### src/hdl/wpsf_pkg.sv
// wpsf_pkg.sv
// Shared types and constants of the wheel period spike filter.
// No dependencies.
`default_nettype none

package wpsf_pkg;

  // Byte address of the timer wrap register.
  localparam logic [1:0] ADDR_TIMER_WRAP = 2'd0;

  // Commands from the controller to the datapath.
  typedef struct packed {
    logic load_in;      // capture the accepted transaction
    logic sample;       // run edge detection and period update
    logic pass_clr;     // clear ring walk counter and accumulator
    logic pass_run;     // walk the ring one entry per cycle
    logic filt_mode;    // replace out-of-band entries while walking
    logic div_start;    // start dividing the accumulated sum
    logic div_to_mean;  // quotient goes to the mean, else to the average
    logic bound_load;   // load lower and upper band limits
    logic emit;         // load the result register
  } wpsf_cmd_t;

  // Status from the datapath to the controller.
  typedef struct packed {
    logic pass_done;
    logic div_done;
  } wpsf_sts_t;

endpackage

`default_nettype wire

### src/hdl/wheel_period_spike_filter_unit.sv
// Wheel period spike filter, one sensor channel. A sample transaction
// (req_type_i = 0) carries the pin level and a free-running timer count; on a
// falling edge the block stores the period since the previous falling edge in
// a ring of RING_DEPTH entries, taking one timer wrap (timer_wrap register)
// into account, and reports it. A filter transaction (req_type_i = 1) averages
// the ring, overwrites every entry outside average +/- average/4 with the
// average, averages again and reports that mean. Every transaction returns one
// result. The block works on one transaction at a time. A filter walks the
// ring once per average through the single read port of the ring memory;
// with a depth that is not a power of two, each of the two divisions steps
// through the ring sum 16 bits at a time (STAMP_WIDTH + clog2(RING_DEPTH)
// bits, rounded up). The next transaction is taken while a finished result
// still waits on out_stall_i. The timer wrap register sits at byte address 0
// of the APB port; writes to other addresses are ignored and read back zero.
// Depends on wpsf_pkg, wpsf_ctrl and wpsf_datapath.
`default_nettype none

module wheel_period_spike_filter_unit #(
  parameter int RING_DEPTH  = 8,
  parameter int STAMP_WIDTH = 16
) (
  input  wire logic                   clk_i,
  input  wire logic                   rst_ni,
  // Input channel
  input  wire logic                   in_valid_i,
  output logic                        in_stall_o,
  input  wire logic                   req_type_i,
  input  wire logic                   pin_level_i,
  input  wire logic [STAMP_WIDTH-1:0] timer_value_i,
  // Result channel
  output logic                        out_valid_o,
  input  wire logic                   out_stall_i,
  output logic                        edge_seen_o,
  output logic      [STAMP_WIDTH-1:0] new_period_o,
  output logic      [STAMP_WIDTH-1:0] mean_period_o,
  output logic                        mean_fresh_o,
  // Configuration port
  input  wire logic                   psel,
  input  wire logic                   penable,
  input  wire logic                   pwrite,
  input  wire logic [1:0]             paddr,
  input  wire logic [31:0]            pwdata,
  output logic      [31:0]            prdata,
  output logic                        pready
);
  import wpsf_pkg::*;

  logic [STAMP_WIDTH-1:0] timer_wrap_q;
  logic                   cfg_wr;
  wpsf_cmd_t              cmd;
  wpsf_sts_t              sts;

  // Register access: zero wait states, write lands at the access phase.
  assign pready = 1'b1;
  assign cfg_wr = psel && penable && pwrite && pready && (paddr == ADDR_TIMER_WRAP);
  assign prdata = (paddr == ADDR_TIMER_WRAP) ? 32'(timer_wrap_q) : '0;

  // Reset to the full timer count.
  always_ff @(posedge clk_i or negedge rst_ni) begin
    if (!rst_ni) begin
      timer_wrap_q <= '1;
    end else if (cfg_wr) begin
      timer_wrap_q <= pwdata[STAMP_WIDTH-1:0];
    end
  end

  // Sequencer: accepts a transaction only when idle, steps the ring walks
  // and divisions, and owns the result valid.
  wpsf_ctrl u_ctrl (
    .clk_i       (clk_i),
    .rst_ni      (rst_ni),
    .in_valid_i  (in_valid_i),
    .req_type_i  (req_type_i),
    .in_stall_o  (in_stall_o),
    .out_valid_o (out_valid_o),
    .out_stall_i (out_stall_i),
    .sts_i       (sts),
    .cmd_o       (cmd)
  );

  // Stamps, ring memory, band filter, divider and result register.
  wpsf_datapath #(
    .RING_DEPTH  (RING_DEPTH),
    .STAMP_WIDTH (STAMP_WIDTH)
  ) u_dp (
    .clk_i         (clk_i),
    .rst_ni        (rst_ni),
    .cmd_i         (cmd),
    .sts_o         (sts),
    .req_type_i    (req_type_i),
    .pin_level_i   (pin_level_i),
    .timer_value_i (timer_value_i),
    .timer_wrap_i  (timer_wrap_q),
    .edge_seen_o   (edge_seen_o),
    .new_period_o  (new_period_o),
    .mean_period_o (mean_period_o),
    .mean_fresh_o  (mean_fresh_o)
  );

endmodule

`default_nettype wire

### src/hdl/wpsf_ram.sv
// wpsf_ram.sv
// Generic single-write, single-read RAM with registered read data.
// No dependencies.
`default_nettype none

module wpsf_ram #(
  parameter int WIDTH = 16,
  parameter int DEPTH = 8
) (
  input  wire logic                     clk_i,
  input  wire logic                     we_i,
  input  wire logic [$clog2(DEPTH)-1:0] waddr_i,
  input  wire logic [WIDTH-1:0]         wdata_i,
  input  wire logic                     re_i,
  input  wire logic [$clog2(DEPTH)-1:0] raddr_i,
  output logic      [WIDTH-1:0]         rdata_o
);

  logic [WIDTH-1:0] mem_q [DEPTH];
  logic [WIDTH-1:0] rdata_q;

  always_ff @(posedge clk_i) begin
    if (we_i) begin
      mem_q[waddr_i] <= wdata_i;
    end
    if (re_i) begin
      rdata_q <= mem_q[raddr_i];
    end
  end

  assign rdata_o = rdata_q;

endmodule

`default_nettype wire

### src/hdl/wpsf_div.sv
// wpsf_div.sv
// Divides the ring sum by the ring depth: a shift for a power-of-two depth,
// otherwise a reciprocal multiplication on one 16-bit digit of the sum per cycle.
`default_nettype none

module wpsf_div #(
  parameter int STAMP_WIDTH = 16,
  parameter int RING_DEPTH  = 8
) (
  input  wire logic                                          clk_i,
  input  wire logic                                          rst_ni,
  input  wire logic                                          start_i,
  input  wire logic [STAMP_WIDTH+$clog2(RING_DEPTH)-1:0]     dividend_i,
  output logic      [STAMP_WIDTH-1:0]                        quot_o,
  output logic                                               done_o
);

  localparam int SHIFT   = $clog2(RING_DEPTH);
  localparam int SUM_W   = STAMP_WIDTH + SHIFT;
  localparam bit IS_POW2 = (RING_DEPTH & (RING_DEPTH - 1)) == 0;

  if (IS_POW2) begin : g_shift
    logic [STAMP_WIDTH-1:0] quo_q;
    logic                   done_q;

    always_ff @(posedge clk_i or negedge rst_ni) begin
      if (!rst_ni) begin
        done_q <= 1'b0;
      end else begin
        done_q <= start_i;
      end
    end

    always_ff @(posedge clk_i) begin
      if (start_i) begin
        quo_q <= dividend_i[SHIFT +: STAMP_WIDTH];
      end
    end

    assign quot_o = quo_q;
    assign done_o = done_q;
  end else begin : g_recip
    // Each step divides remainder:digit (below depth * 2^16) by the depth
    // through a rounded-up reciprocal, exact over that whole range.
    localparam int DIG_W  = 16;
    localparam int N_DIG  = (SUM_W + DIG_W - 1) / DIG_W;
    localparam int PAD_W  = N_DIG * DIG_W;
    localparam int V_W    = DIG_W + SHIFT;
    localparam int K      = V_W + SHIFT;
    localparam int STEP_W = $clog2(N_DIG + 1);
    localparam longint unsigned RECIP_L =
      ((64'd1 << K) + 64'(RING_DEPTH) - 64'd1) / 64'(RING_DEPTH);
    localparam logic [V_W:0]     RECIP   = (V_W + 1)'(RECIP_L);
    localparam logic [SHIFT-1:0] DIVISOR = SHIFT'(RING_DEPTH);

    logic              busy_q;
    logic              done_q;
    logic [STEP_W-1:0] step_q;
    logic [PAD_W-1:0]  num_q;
    logic [PAD_W-1:0]  quo_q;
    logic [SHIFT-1:0]  rem_q;
    logic [V_W-1:0]    part;
    logic [2*V_W:0]    prod;
    logic [DIG_W-1:0]  digit;
    logic [V_W-1:0]    rest;

    assign part  = {rem_q, num_q[PAD_W-1 -: DIG_W]};
    assign prod  = (2*V_W+1)'(part) * (2*V_W+1)'(RECIP);
    assign digit = prod[K +: DIG_W];
    assign rest  = part - V_W'(digit) * V_W'(DIVISOR);

    always_ff @(posedge clk_i or negedge rst_ni) begin
      if (!rst_ni) begin
        busy_q <= 1'b0;
        done_q <= 1'b0;
        step_q <= '0;
      end else begin
        done_q <= 1'b0;
        if (start_i) begin
          busy_q <= 1'b1;
          step_q <= STEP_W'(N_DIG);
        end else if (busy_q) begin
          step_q <= step_q - 1'b1;
          if (step_q == STEP_W'(1)) begin
            busy_q <= 1'b0;
            done_q <= 1'b1;
          end
        end
      end
    end

    always_ff @(posedge clk_i) begin
      if (start_i) begin
        num_q <= PAD_W'(dividend_i);
        rem_q <= '0;
      end else if (busy_q) begin
        num_q <= num_q << DIG_W;
        quo_q <= (quo_q << DIG_W) | PAD_W'(digit);
        rem_q <= rest[SHIFT-1:0];
      end
    end

    assign quot_o = quo_q[STAMP_WIDTH-1:0];
    assign done_o = done_q;
  end

endmodule

`default_nettype wire

### src/hdl/wpsf_datapath.sv
// wpsf_datapath.sv
// Stamps, period ring, band filter, mean and result register.
// Depends on wpsf_pkg, wpsf_ram and wpsf_div.
`default_nettype none

module wpsf_datapath #(
  parameter int RING_DEPTH  = 8,
  parameter int STAMP_WIDTH = 16
) (
  input  wire logic                   clk_i,
  input  wire logic                   rst_ni,
  input  wire wpsf_pkg::wpsf_cmd_t    cmd_i,
  output wpsf_pkg::wpsf_sts_t         sts_o,
  input  wire logic                   req_type_i,
  input  wire logic                   pin_level_i,
  input  wire logic [STAMP_WIDTH-1:0] timer_value_i,
  input  wire logic [STAMP_WIDTH-1:0] timer_wrap_i,
  output logic                        edge_seen_o,
  output logic      [STAMP_WIDTH-1:0] new_period_o,
  output logic      [STAMP_WIDTH-1:0] mean_period_o,
  output logic                        mean_fresh_o
);
  import wpsf_pkg::*;

  localparam int ADDR_W = $clog2(RING_DEPTH);
  localparam int CNT_W  = $clog2(RING_DEPTH + 1);
  localparam int SUM_W  = STAMP_WIDTH + $clog2(RING_DEPTH);
  localparam logic [CNT_W-1:0]  CNT_END  = CNT_W'(RING_DEPTH);
  localparam logic [ADDR_W-1:0] POS_LAST = ADDR_W'(RING_DEPTH - 1);

  // Control state
  logic                   last_level_q;
  logic [STAMP_WIDTH-1:0] stamp_now_q;
  logic [ADDR_W-1:0]      ring_pos_q;
  logic [RING_DEPTH-1:0]  valid_q;
  logic [STAMP_WIDTH-1:0] mean_q;
  logic [CNT_W-1:0]       cnt_q;
  logic                   proc_v_q;

  // Payload
  logic                   pin_q;
  logic [STAMP_WIDTH-1:0] tval_q;
  logic                   edge_q;
  logic [STAMP_WIDTH-1:0] period_q;
  logic                   fresh_q;
  logic [SUM_W-1:0]       acc_q;
  logic [STAMP_WIDTH-1:0] avg_q;
  logic [STAMP_WIDTH-1:0] lo_q;
  logic [STAMP_WIDTH:0]   hi_q;
  logic                   rd_vld_q;
  logic [ADDR_W-1:0]      proc_addr_q;
  logic                   res_edge_q;
  logic [STAMP_WIDTH-1:0] res_period_q;
  logic [STAMP_WIDTH-1:0] res_mean_q;
  logic                   res_fresh_q;

  logic                   edge_det;
  logic [STAMP_WIDTH-1:0] wrap_add;
  logic [STAMP_WIDTH-1:0] span;
  logic                   ram_we;
  logic [ADDR_W-1:0]      ram_waddr;
  logic [STAMP_WIDTH-1:0] ram_wdata;
  logic                   ram_re;
  logic [ADDR_W-1:0]      ram_raddr;
  logic [STAMP_WIDTH-1:0] ram_rdata;
  logic [STAMP_WIDTH-1:0] entry;
  logic                   out_band;
  logic [STAMP_WIDTH-1:0] new_val;
  logic [STAMP_WIDTH-1:0] quot;
  logic                   div_done;

  // Falling edge; the previous stamp is the current one before the shift.
  assign edge_det = !pin_q && last_level_q;
  assign wrap_add = (tval_q < stamp_now_q) ? timer_wrap_i : '0;
  assign span     = tval_q - stamp_now_q + wrap_add;

  // Entries never written read as zero.
  assign entry    = rd_vld_q ? ram_rdata : '0;
  assign out_band = ({1'b0, entry} > hi_q) || (entry < lo_q);
  assign new_val  = (cmd_i.filt_mode && out_band) ? avg_q : entry;

  assign ram_re    = cmd_i.pass_run && (cnt_q != CNT_END);
  assign ram_raddr = cnt_q[ADDR_W-1:0];
  assign ram_we    = (cmd_i.sample && edge_det) ||
                     (cmd_i.pass_run && cmd_i.filt_mode && proc_v_q && out_band);
  assign ram_waddr = cmd_i.sample ? ring_pos_q : proc_addr_q;
  assign ram_wdata = cmd_i.sample ? span : avg_q;

  wpsf_ram #(
    .WIDTH (STAMP_WIDTH),
    .DEPTH (RING_DEPTH)
  ) u_ring (
    .clk_i   (clk_i),
    .we_i    (ram_we),
    .waddr_i (ram_waddr),
    .wdata_i (ram_wdata),
    .re_i    (ram_re),
    .raddr_i (ram_raddr),
    .rdata_o (ram_rdata)
  );

  wpsf_div #(
    .STAMP_WIDTH (STAMP_WIDTH),
    .RING_DEPTH  (RING_DEPTH)
  ) u_div (
    .clk_i      (clk_i),
    .rst_ni     (rst_ni),
    .start_i    (cmd_i.div_start),
    .dividend_i (acc_q),
    .quot_o     (quot),
    .done_o     (div_done)
  );

  always_ff @(posedge clk_i or negedge rst_ni) begin
    if (!rst_ni) begin
      last_level_q <= 1'b0;
      stamp_now_q  <= '0;
      ring_pos_q   <= '0;
      valid_q      <= '0;
      mean_q       <= '0;
      cnt_q        <= '0;
      proc_v_q     <= 1'b0;
    end else begin
      if (cmd_i.sample) begin
        last_level_q <= pin_q;
        if (edge_det) begin
          stamp_now_q <= tval_q;
          ring_pos_q  <= (ring_pos_q == POS_LAST) ? '0 : ring_pos_q + 1'b1;
        end
      end
      if (ram_we) begin
        valid_q[ram_waddr] <= 1'b1;
      end
      if (cmd_i.pass_clr) begin
        cnt_q    <= '0;
        proc_v_q <= 1'b0;
      end else if (cmd_i.pass_run) begin
        proc_v_q <= ram_re;
        if (ram_re) begin
          cnt_q <= cnt_q + 1'b1;
        end
      end
      if (div_done && cmd_i.div_to_mean) begin
        mean_q <= quot;
      end
    end
  end

  always_ff @(posedge clk_i) begin
    if (cmd_i.load_in) begin
      pin_q    <= pin_level_i;
      tval_q   <= timer_value_i;
      edge_q   <= 1'b0;
      period_q <= '0;
      fresh_q  <= req_type_i;
    end
    if (cmd_i.sample && edge_det) begin
      edge_q   <= 1'b1;
      period_q <= span;
    end
    if (cmd_i.pass_clr) begin
      acc_q <= '0;
    end else if (cmd_i.pass_run) begin
      rd_vld_q    <= valid_q[ram_raddr];
      proc_addr_q <= ram_raddr;
      if (proc_v_q) begin
        acc_q <= acc_q + SUM_W'(new_val);
      end
    end
    if (div_done && !cmd_i.div_to_mean) begin
      avg_q <= quot;
    end
    if (cmd_i.bound_load) begin
      lo_q <= avg_q - (avg_q >> 2);
      hi_q <= (STAMP_WIDTH + 1)'(avg_q) + (STAMP_WIDTH + 1)'(avg_q >> 2);
    end
    if (cmd_i.emit) begin
      res_edge_q   <= edge_q;
      res_period_q <= period_q;
      res_mean_q   <= mean_q;
      res_fresh_q  <= fresh_q;
    end
  end

  assign sts_o.pass_done = (cnt_q == CNT_END) && !proc_v_q;
  assign sts_o.div_done  = div_done;

  assign edge_seen_o   = res_edge_q;
  assign new_period_o  = res_period_q;
  assign mean_period_o = res_mean_q;
  assign mean_fresh_o  = res_fresh_q;

endmodule

`default_nettype wire

### src/hdl/wpsf_ctrl.sv
// wpsf_ctrl.sv
// Sequencer for sample and filter transactions, input stall, output valid.
// Depends on wpsf_pkg.
`default_nettype none

module wpsf_ctrl (
  input  wire logic                clk_i,
  input  wire logic                rst_ni,
  input  wire logic                in_valid_i,
  input  wire logic                req_type_i,
  output logic                     in_stall_o,
  output logic                     out_valid_o,
  input  wire logic                out_stall_i,
  input  wire wpsf_pkg::wpsf_sts_t sts_i,
  output wpsf_pkg::wpsf_cmd_t      cmd_o
);
  import wpsf_pkg::*;

  localparam logic [2:0] S_IDLE   = 3'd0;
  localparam logic [2:0] S_SAMPLE = 3'd1;
  localparam logic [2:0] S_SUM    = 3'd2;
  localparam logic [2:0] S_DIV1   = 3'd3;
  localparam logic [2:0] S_BOUND  = 3'd4;
  localparam logic [2:0] S_FILT   = 3'd5;
  localparam logic [2:0] S_DIV2   = 3'd6;
  localparam logic [2:0] S_EMIT   = 3'd7;

  logic [2:0] state_q;
  logic [2:0] state_d;
  logic       out_vld_q;
  logic       out_vld_d;

  always_comb begin
    state_d = state_q;
    cmd_o   = '0;
    case (state_q)
      S_IDLE: begin
        if (in_valid_i) begin
          cmd_o.load_in = 1'b1;
          if (req_type_i) begin
            cmd_o.pass_clr = 1'b1;
            state_d        = S_SUM;
          end else begin
            state_d = S_SAMPLE;
          end
        end
      end
      S_SAMPLE: begin
        cmd_o.sample = 1'b1;
        state_d      = S_EMIT;
      end
      S_SUM: begin
        cmd_o.pass_run = 1'b1;
        if (sts_i.pass_done) begin
          cmd_o.div_start = 1'b1;
          state_d         = S_DIV1;
        end
      end
      S_DIV1: begin
        if (sts_i.div_done) begin
          state_d = S_BOUND;
        end
      end
      S_BOUND: begin
        cmd_o.bound_load = 1'b1;
        cmd_o.pass_clr   = 1'b1;
        state_d          = S_FILT;
      end
      S_FILT: begin
        cmd_o.pass_run  = 1'b1;
        cmd_o.filt_mode = 1'b1;
        if (sts_i.pass_done) begin
          cmd_o.div_start = 1'b1;
          state_d         = S_DIV2;
        end
      end
      S_DIV2: begin
        cmd_o.div_to_mean = 1'b1;
        if (sts_i.div_done) begin
          state_d = S_EMIT;
        end
      end
      S_EMIT: begin
        // Load once the result register is empty or being drained.
        if (!out_vld_q || !out_stall_i) begin
          cmd_o.emit = 1'b1;
          state_d    = S_IDLE;
        end
      end
      default: begin
        state_d = S_IDLE;
      end
    endcase
  end

  always_comb begin
    out_vld_d = out_vld_q;
    if (cmd_o.emit) begin
      out_vld_d = 1'b1;
    end else if (!out_stall_i) begin
      out_vld_d = 1'b0;
    end
  end

  always_ff @(posedge clk_i or negedge rst_ni) begin
    if (!rst_ni) begin
      state_q   <= S_IDLE;
      out_vld_q <= 1'b0;
    end else begin
      state_q   <= state_d;
      out_vld_q <= out_vld_d;
    end
  end

  assign in_stall_o  = state_q != S_IDLE;
  assign out_valid_o = out_vld_q;

endmodule

`default_nettype wire

### config.mk
export PLATFORM = sky130hd
export DESIGN_NAME = wheel_period_spike_filter_unit
export DESIGN_NICKNAME = d
export VERILOG_FILES = /design/src/hdl/wpsf_pkg.sv /design/src/hdl/wheel_period_spike_filter_unit.sv /design/src/hdl/wpsf_ram.sv /design/src/hdl/wpsf_div.sv /design/src/hdl/wpsf_datapath.sv /design/src/hdl/wpsf_ctrl.sv
export SDC_FILE = /design/constraint.sdc
export NUM_CORES = 1
export LEC_CHECK = 0
export BUFFER_PORTS_ARGS = -buffer_cell sky130_fd_sc_hd__buf_2
export CORE_MARGIN = 3
export CORE_UTILIZATION = 55
export DETAILED_ROUTE_END_ITERATION = 7
export MAX_ROUTING_LAYER = met4
export PLACE_DENSITY = 0.77
export SKIP_LAST_GASP = 1
export SYNTH_ARGS = -nofsm -noshare
export SYNTH_HDL_FRONTEND = slang
export SYNTH_SLANG_ARGS = --single-unit
### constraint.sdc
create_clock -name clk_i -period 4.4 [get_ports clk_i]
set_input_delay 0.22 -clock clk_i [delete_from_list [all_inputs] [get_ports clk_i]]
set_output_delay 0.22 -clock clk_i [all_outputs]
set_load 0.05 [all_outputs]
### After elaboration in Yosys (flattened, before gate mapping)

Memories as Yosys holds them, arrays and structs flattened. A register that Yosys moved wholly into a read port is not among the register bits.
Cells that the tools add are included.

| storage, ports and cells | value |
|---|---|
| register bits | 227 |
| bits in writable memories | 128 |
| bits of input ports | 59 |
| output and inout port bits | 69 |
| logic and storage cells | 138 |
| memories kept | 1 |

Memory list:

| name | words | width | rd ports | clocked after Yosys merged registers in | wr ports | RTL line | source |
|---|---|---|---|---|---|---|---|
| u_dp.u_ring.mem_q | 8 | 16 | 1 | 1 | 1 | wpsf_ram.sv:19 | `logic [WIDTH-1:0] mem_q [DEPTH];` |

| cells by class | value |
|---|---|
| $add $sub $neg | 7 |
| magnitude comparators | 6 |
| eq/ne operators | 17 |
| multiplexer cells | 44 |
| bitwise gates (word level) | 2 |
| reduce and logical (&&, ||, !) cells | 34 |

Operators with widths:

| cell | count |
|---|---|
| 16-bit two-way mux | 7 |
| 16-bit less-than comparator | 2 |
| 3-bit two-way mux | 8 |
| 3-bit case mux with 8 select lines | 1 |
| 1-bit two-way mux | 21 |
| 19-bit by 16-bit adder with 19-bit output | 1 |
| 16-bit by 14-bit adder with 17-bit output | 1 |
| 16-bit by 17-bit > comparator with 1-bit output | 1 |
| 16-bit adder | 1 |
| 16-bit by 14-bit subtractor with 16-bit output | 1 |
| 16-bit subtractor | 1 |
| 3-bit equality test, second input constant | 5 |
| 1-bit logical AND | 14 |
| 4-bit two-way mux | 3 |
| 2-bit != test, second input constant | 5 |
| 3-bit by 4-bit less-than comparator with 1-bit output, second input constant | 2 |
| 8-bit OR | 1 |
| 2-bit AND reduction | 4 |
| 3-bit by 2-bit equality test with 1-bit output, second input constant | 2 |
| 6-bit AND reduction | 1 |
| 2-bit nonzero test | 3 |
| 1-bit logical NOT | 5 |
| 4-bit by 1-bit adder with 4-bit output, second input constant | 1 |
| 4-bit equality test, second input constant | 1 |
| 15 further kinds | 18 |

### Logic depth before layout (Yosys ltp)

| depth | value |
|---|---|
| depth after elaboration | 9 |
| gate-level depth with buffers | 20 |

### Cells and area by module

From an unflattened synthesis, not the netlist that was laid out.

| second synthesis, totals | value |
|---|---|
| cell total of the unflattened synthesis | 1406 |
| area, all modules | 18589.1 sq um |

By module, submodules not included:

| module | instances | cells each | area each (sq um) |
|---|---|---|---|
| wpsf_datapath | 1 | 1060 | 11367.2 |
| wpsf_ram | 1 | 214 | 5454.0 |
| wheel_period_spike_filter_unit | 1 | 72 | 930.9 |
| wpsf_div | 1 | 17 | 505.5 |
| wpsf_ctrl | 1 | 43 | 331.6 |

### Worst setup path after synthesis

No wires, ideal clock.

| timing path | value |
|---|---|
| path type | register -> register |
| from | reg u_dp.stamp_now_q[7] |
| to | mem u_dp.u_ring.mem_q[0][14], data pin |
| setup time | 278 ps |
| arrival time | 4354 ps |
| path slack | -232 ps |
| stages on the path, launching flop included | 18 |
| buffers on the path | 1 |
| cell sequence | dfrtp_1 > inv_1 > ha_1 > or4_1 > a211o_1 > a221oi_4 > clkbuf_1 > nand2_1 > fa_1 > inv_1 > ha_1 > nor2b_1 > o21ai_1 > a21boi_1 > o211ai_1 > nand4_1 > and3_1 > o31ai_1 |

| between the ends | value |
|---|---|
| cells in the longest elaborated chain, start to end | 4 |

Ends and longest elaborated chain:

| element | RTL line | source |
|---|---|---|
| start: declaration | wpsf_datapath.sv:33 | `logic [STAMP_WIDTH-1:0] stamp_now_q;` |
| start signal: assignment | wpsf_datapath.sv:127 | `stamp_now_q <= tval_q;` |
| 16-bit less-than comparator | wpsf_datapath.sv:74 | `assign wrap_add = (tval_q < stamp_now_q) ? timer_wrap_i : '0;` |
| 16-bit two-way mux | wpsf_datapath.sv:74 |  |
| 16-bit adder * | wpsf_datapath.sv:75 | `assign span = tval_q - stamp_now_q + wrap_add;` |
| 16-bit two-way mux * | wpsf_datapath.sv:87 | `assign ram_wdata = cmd_i.sample ? span : avg_q;` |
| via u_dp.ram_wdata[14] | wpsf_datapath.sv:62 | `logic [STAMP_WIDTH-1:0] ram_wdata;` |
| end: declaration | wpsf_ram.sv:19 |  |

Mark *: on every way through the listed nets, which the timed path passes. The rest lies on a longest branch.

### Worst setup path after layout

| timing path | value |
|---|---|
| from | reg u_dp.tval_q[4] |
| to | mem u_dp.u_ring.mem_q[2][14], data pin |

| between the ends | value |
|---|---|
| cells in the longest elaborated chain, start to end | 4 |

Ends and longest elaborated chain:

| element | RTL line | source |
|---|---|---|
| start: declaration | wpsf_datapath.sv:42 | `logic [STAMP_WIDTH-1:0] tval_q;` |
| start signal: assignment | wpsf_datapath.sv:152 | `tval_q <= timer_value_i;` |
| 16-bit less-than comparator | wpsf_datapath.sv:74 |  |
| 16-bit two-way mux | wpsf_datapath.sv:74 |  |
| 16-bit adder * | wpsf_datapath.sv:75 |  |
| 16-bit two-way mux * | wpsf_datapath.sv:87 |  |
| via u_dp.ram_wdata[14] | wpsf_datapath.sv:62 |  |

Marks and branches as above.

==> results_dict.tcl <==
set metrics [dict create \
    drt-wirelength-per-cell_um 19.9 \
    antenna-diode-count 0 \
    timing.final.crit_period_ns 4.68 \
    final.setup_skew_ns 0.0150 \
    hpwlAfterDp_um 28400 \
    min_period_over_period_pct 106 \
    post_synth_edffs 280 \
    crit_path_frequent_cell "sky130_fd_sc_hd__buf_6" \
    total_number_of_nets_in_the_final_design 1926 \
    numPlacedInstances 2086 \
    post-synth-top-count-cell "sky130_fd_sc_hd__edfxtp_1" \
    crit_arrival_ns 4.97 \
    grt_first_pass_wirelength_um 67700 \
    final-instance-count-excl-fill 2214 \
    cts_max_level 2 \
    cellLeakagePower_nw 9.27 \
    initial_standard_cell_utilization_of_the_core_pct 56.1 \
    endpoint_class_of_the_critical_path "register" \
    unrepaired_setup_endpoints_after_global_routing "true" \
    detailed_place.area_um2 20100 \
    clkLatencyLatePin_ns 0.54 \
    critical_path.reg2reg.startpoint "u_dp.tval_q[4]" \
    fraction_of_synthesis_flops_using_an_asynchronous_set_or_reset_pin_pct 18.9 \
    first_global_vias 12878 \
    cpMaxStageDelayCell "sky130_fd_sc_hd__fa_1" \
    ys.flop_type "sky130_fd_sc_hd__edfxtp_1" \
    multi_input_comb_area_um2 7630 \
    synth_cell_types 71 \
    path_depth 18 \
    drive_gt1_share_pct 27.3 \
    ff2ff_path_depth 18 \
    power_density_nw_per_um2 712 \
    layout.cell_area.non_filler_um2 22500 \
    syn_avg_cell_area_um2 12.4 \
    crit_family "compound AO/OA/AOI/OAI gates" \
    die_w_um 189 \
    criticalPathCategory "register to register" \
    grt_antenna_before_repair 0 \
    design.die.area_um2 35600 \
    crit_fanout 8 \
    antenna_left 0 \
    cpPeakStageDelay_ns 0.52 \
    final.fill_count 2127 \
    design_power_total_w 0.0160 \
    synth_warn 0 \
    cts_inserted_buffers 38 \
    sw_frac_of_total_pct 37.8 \
    maximum_number_of_pins_on_one_net_before_global_route_repair 71 \
    relSlewSlack_pct 24.5 \
    drt-total-wl_um 44100 \
    net_switching_component_of_the_power_w 0.00605 \
    cts_num_sinks 370 \
    synthToLayoutAreaGrowth_pct 22.4 \
    cts_root_buf "sky130_fd_sc_hd__clkbuf_16" \
    cp_num_buf_inv 4 \
    path_clk_slew_ns 0.06 \
    gp_routability_congestion 0.932 \
    design.core.area_um2 32700 \
    post_synth_instance_area_um2 18400 \
    registers_with_the_most_flip_flops "u_dp.u_ring.mem_q: 128 flops, u_dp.acc_q: 19 flops, u_dp.hi_q: 17 flops" \
    chipHeight_um 189 \
    final-setup-viol-count 69 \
    grtUsageTotal_pct 25.0 \
    largest_register "u_dp.u_ring.mem_q" \
    post_synth_most_frequent_cells "sky130_fd_sc_hd__edfxtp_1 (280), sky130_fd_sc_hd__nand2_1 (174), sky130_fd_sc_hd__inv_1 (135)" \
    p_comb_share_pct 47.6 \
    detail_route.vias_per_cell 5.66 \
    post_synth_main_area_contributors "sky130_fd_sc_hd__edfxtp_1 (46%), sky130_fd_sc_hd__dfrtp_1 (7.4%), sky130_fd_sc_hd__ha_1 (7.3%)" \
    largest_register_ffs 128 \
    final_max_slew_viol_count 0 \
    post-route-worst-setup-slack_ns -0.285 \
    post-synth-top-area-cell "sky130_fd_sc_hd__edfxtp_1" \
    maxCapViolations 0 \
    boundary_pin_count 128 \
    yosysTopAreaCellShare_pct 45.8 \
    worst-r2r-setup-slack_ns -0.28 \
    hold_ws_ns 0.379 \
    final_core_utilization_pct 68.7 \
    synth_sequential_area_ratio_pct 57.6 \
    p_clk_share_pct 20.1 \
    violations "setup timing" \
    finalHoldViolations 0 \
    hold_crit_class "input port to async pin" \
    pwr-share-seq_pct 32.3 \
    cts_max_path_buffers 3 \
    drt_drc_violations_left 0 \
    ys_ff_latch 370 \
    critical_path.startpoint_type "register" \
    critical_path.cell_chain "ha_2 -> or4_1 -> a211o_1 -> a221oi_4 -> buf_6 -> nand2_4 -> fa_1 -> inv_2 -> ha_4 -> buf_6 -> nor2b_4 -> o21ai_2 -> a21boi_2 -> o211ai_1 -> nand4_1 -> a21oi_2 -> o31ai_4 -> buf_6" \
    cts_tree "done" \
    detailedRoute.firstPassIterationCount 5 \
    worstPathRequired_ns 4.68 \
    port-buffer-count 94 \
    globalRoute.totalOverflow 0 \
    syn-instance-count 1480 \
    maxClockFrequency_mhz 213 \
    worst_slew_pin_tran_ns 1.13 \
    status "finished with violations" \
    dr_total_vias 12534 \
    core.rowCount 66 \
    peakVddDrop_mv 0.406 \
    first_iter_violations 798 \
    power_report.internal_total_w 0.00996 \
    r2r-end "u_dp.u_ring.mem_q[2][14]" \
    register_area_um2 10600 \
]
==> how the worst max path moves through the flow <==
stage / slack, ns / start / endpoint
global placement: -0.18 / u_dp.tval_q[7] / u_dp.u_ring.mem_q[2][14]
floorplan: 0.001 / u_dp.stamp_now_q[7] / u_dp.u_ring.mem_q[0][12]
detailed placement: -0.28 / u_dp.tval_q[7] / u_dp.u_ring.mem_q[4][15]
finish: -0.28 / u_dp.tval_q[4] / u_dp.u_ring.mem_q[2][14]
global route: -0.42 / u_dp.tval_q[4] / u_dp.u_ring.mem_q[3][14]
CTS: -0.05 / u_dp.tval_q[4] / u_dp.u_ring.mem_q[1][12]
==> routing by layer <==
layer	wire, um	up-vias	global-route usage (%)
met3	2590	119	3.98
met2	22800	437	43.3
li1	-	5810	-
met4	1730	0	9.62
met1	17000	6168	29.4
met5	0	-	-
==> area by class of cell <==
cell class / count / area share, %
sequential: 370 / 47.1
multi-input combinational: 924 / 33.9
timing repair buffer: 268 / 8.61
clock buffer: 52 / 4.69
tap: 442 / 2.46
inverter: 140 / 2.34
clock inverter: 18 / 0.874
==> cells by family after synthesis <==
family	after synthesis	share of synthesized area [%]
and+or+nand+nor	400	10.2
muxes	88	7.44
buffers and inverters	201	4.53
DFF	370	57.6
AOI/OAI and AO/OA	245	8.49
other	2	0.0409
adders and majority gates	126	9.31
xor gates and xnor gates	48	2.37
==> what timing repair did <==
action,in CTS,in global routing
resized for setup,49,80
buffers inserted,13,12
hold buffers,37,0
hold endpoints to repair,90,0
endpoints found under the setup margin,78,96
pin swaps,44,54
gates cloned,0,0
==> through the flow <==
stage          setup TNS [ns]  worst slack (ns)
3_3_place_gp            -4.54            -0.176
6_report                -7.58            -0.285
2_1_floorplan               0           0.00107
3_5_place_dp           -12.21            -0.283
4_1_cts                -0.465           -0.0458
5_1_grt                -17.90            -0.418
==> placed cells by master (no fill, tap or decap), drive strengths merged, types with 9 or more instances in the layout <==
master and count:
a211oi 12, a21o 15, a21oi 61, a31oi 10, and2 34, and3 12
buf 231, clkbuf 52, conb 17, dfrtp 54, dfstp 16, dfxtp 20
dlygate4sd3 37, edfxtp 280, fa 18, ha 107, inv 144, mux2 48
mux4 34, nand2 174, nand2b 12, nand3 24, nand4 9, nor2 72
nor2b 14, nor3 21, o21ai 72, o21bai 14, xnor2 30, xor2 17
==> power by group through the flow <==
stage,logic (W),clock network (W),registers [W]
2_1_floorplan,0.00385,0,0.00536
6_report,0.00762,0.00321,0.00517
5_1_grt,0.00825,0.00343,0.00524
4_1_cts,0.00672,0.00327,0.00516
3_5_place_dp,0.00628,0,0.00521
3_3_place_gp,0.00610,0,0.00519
No activity file was read; power rests on OpenSTA's default activity.
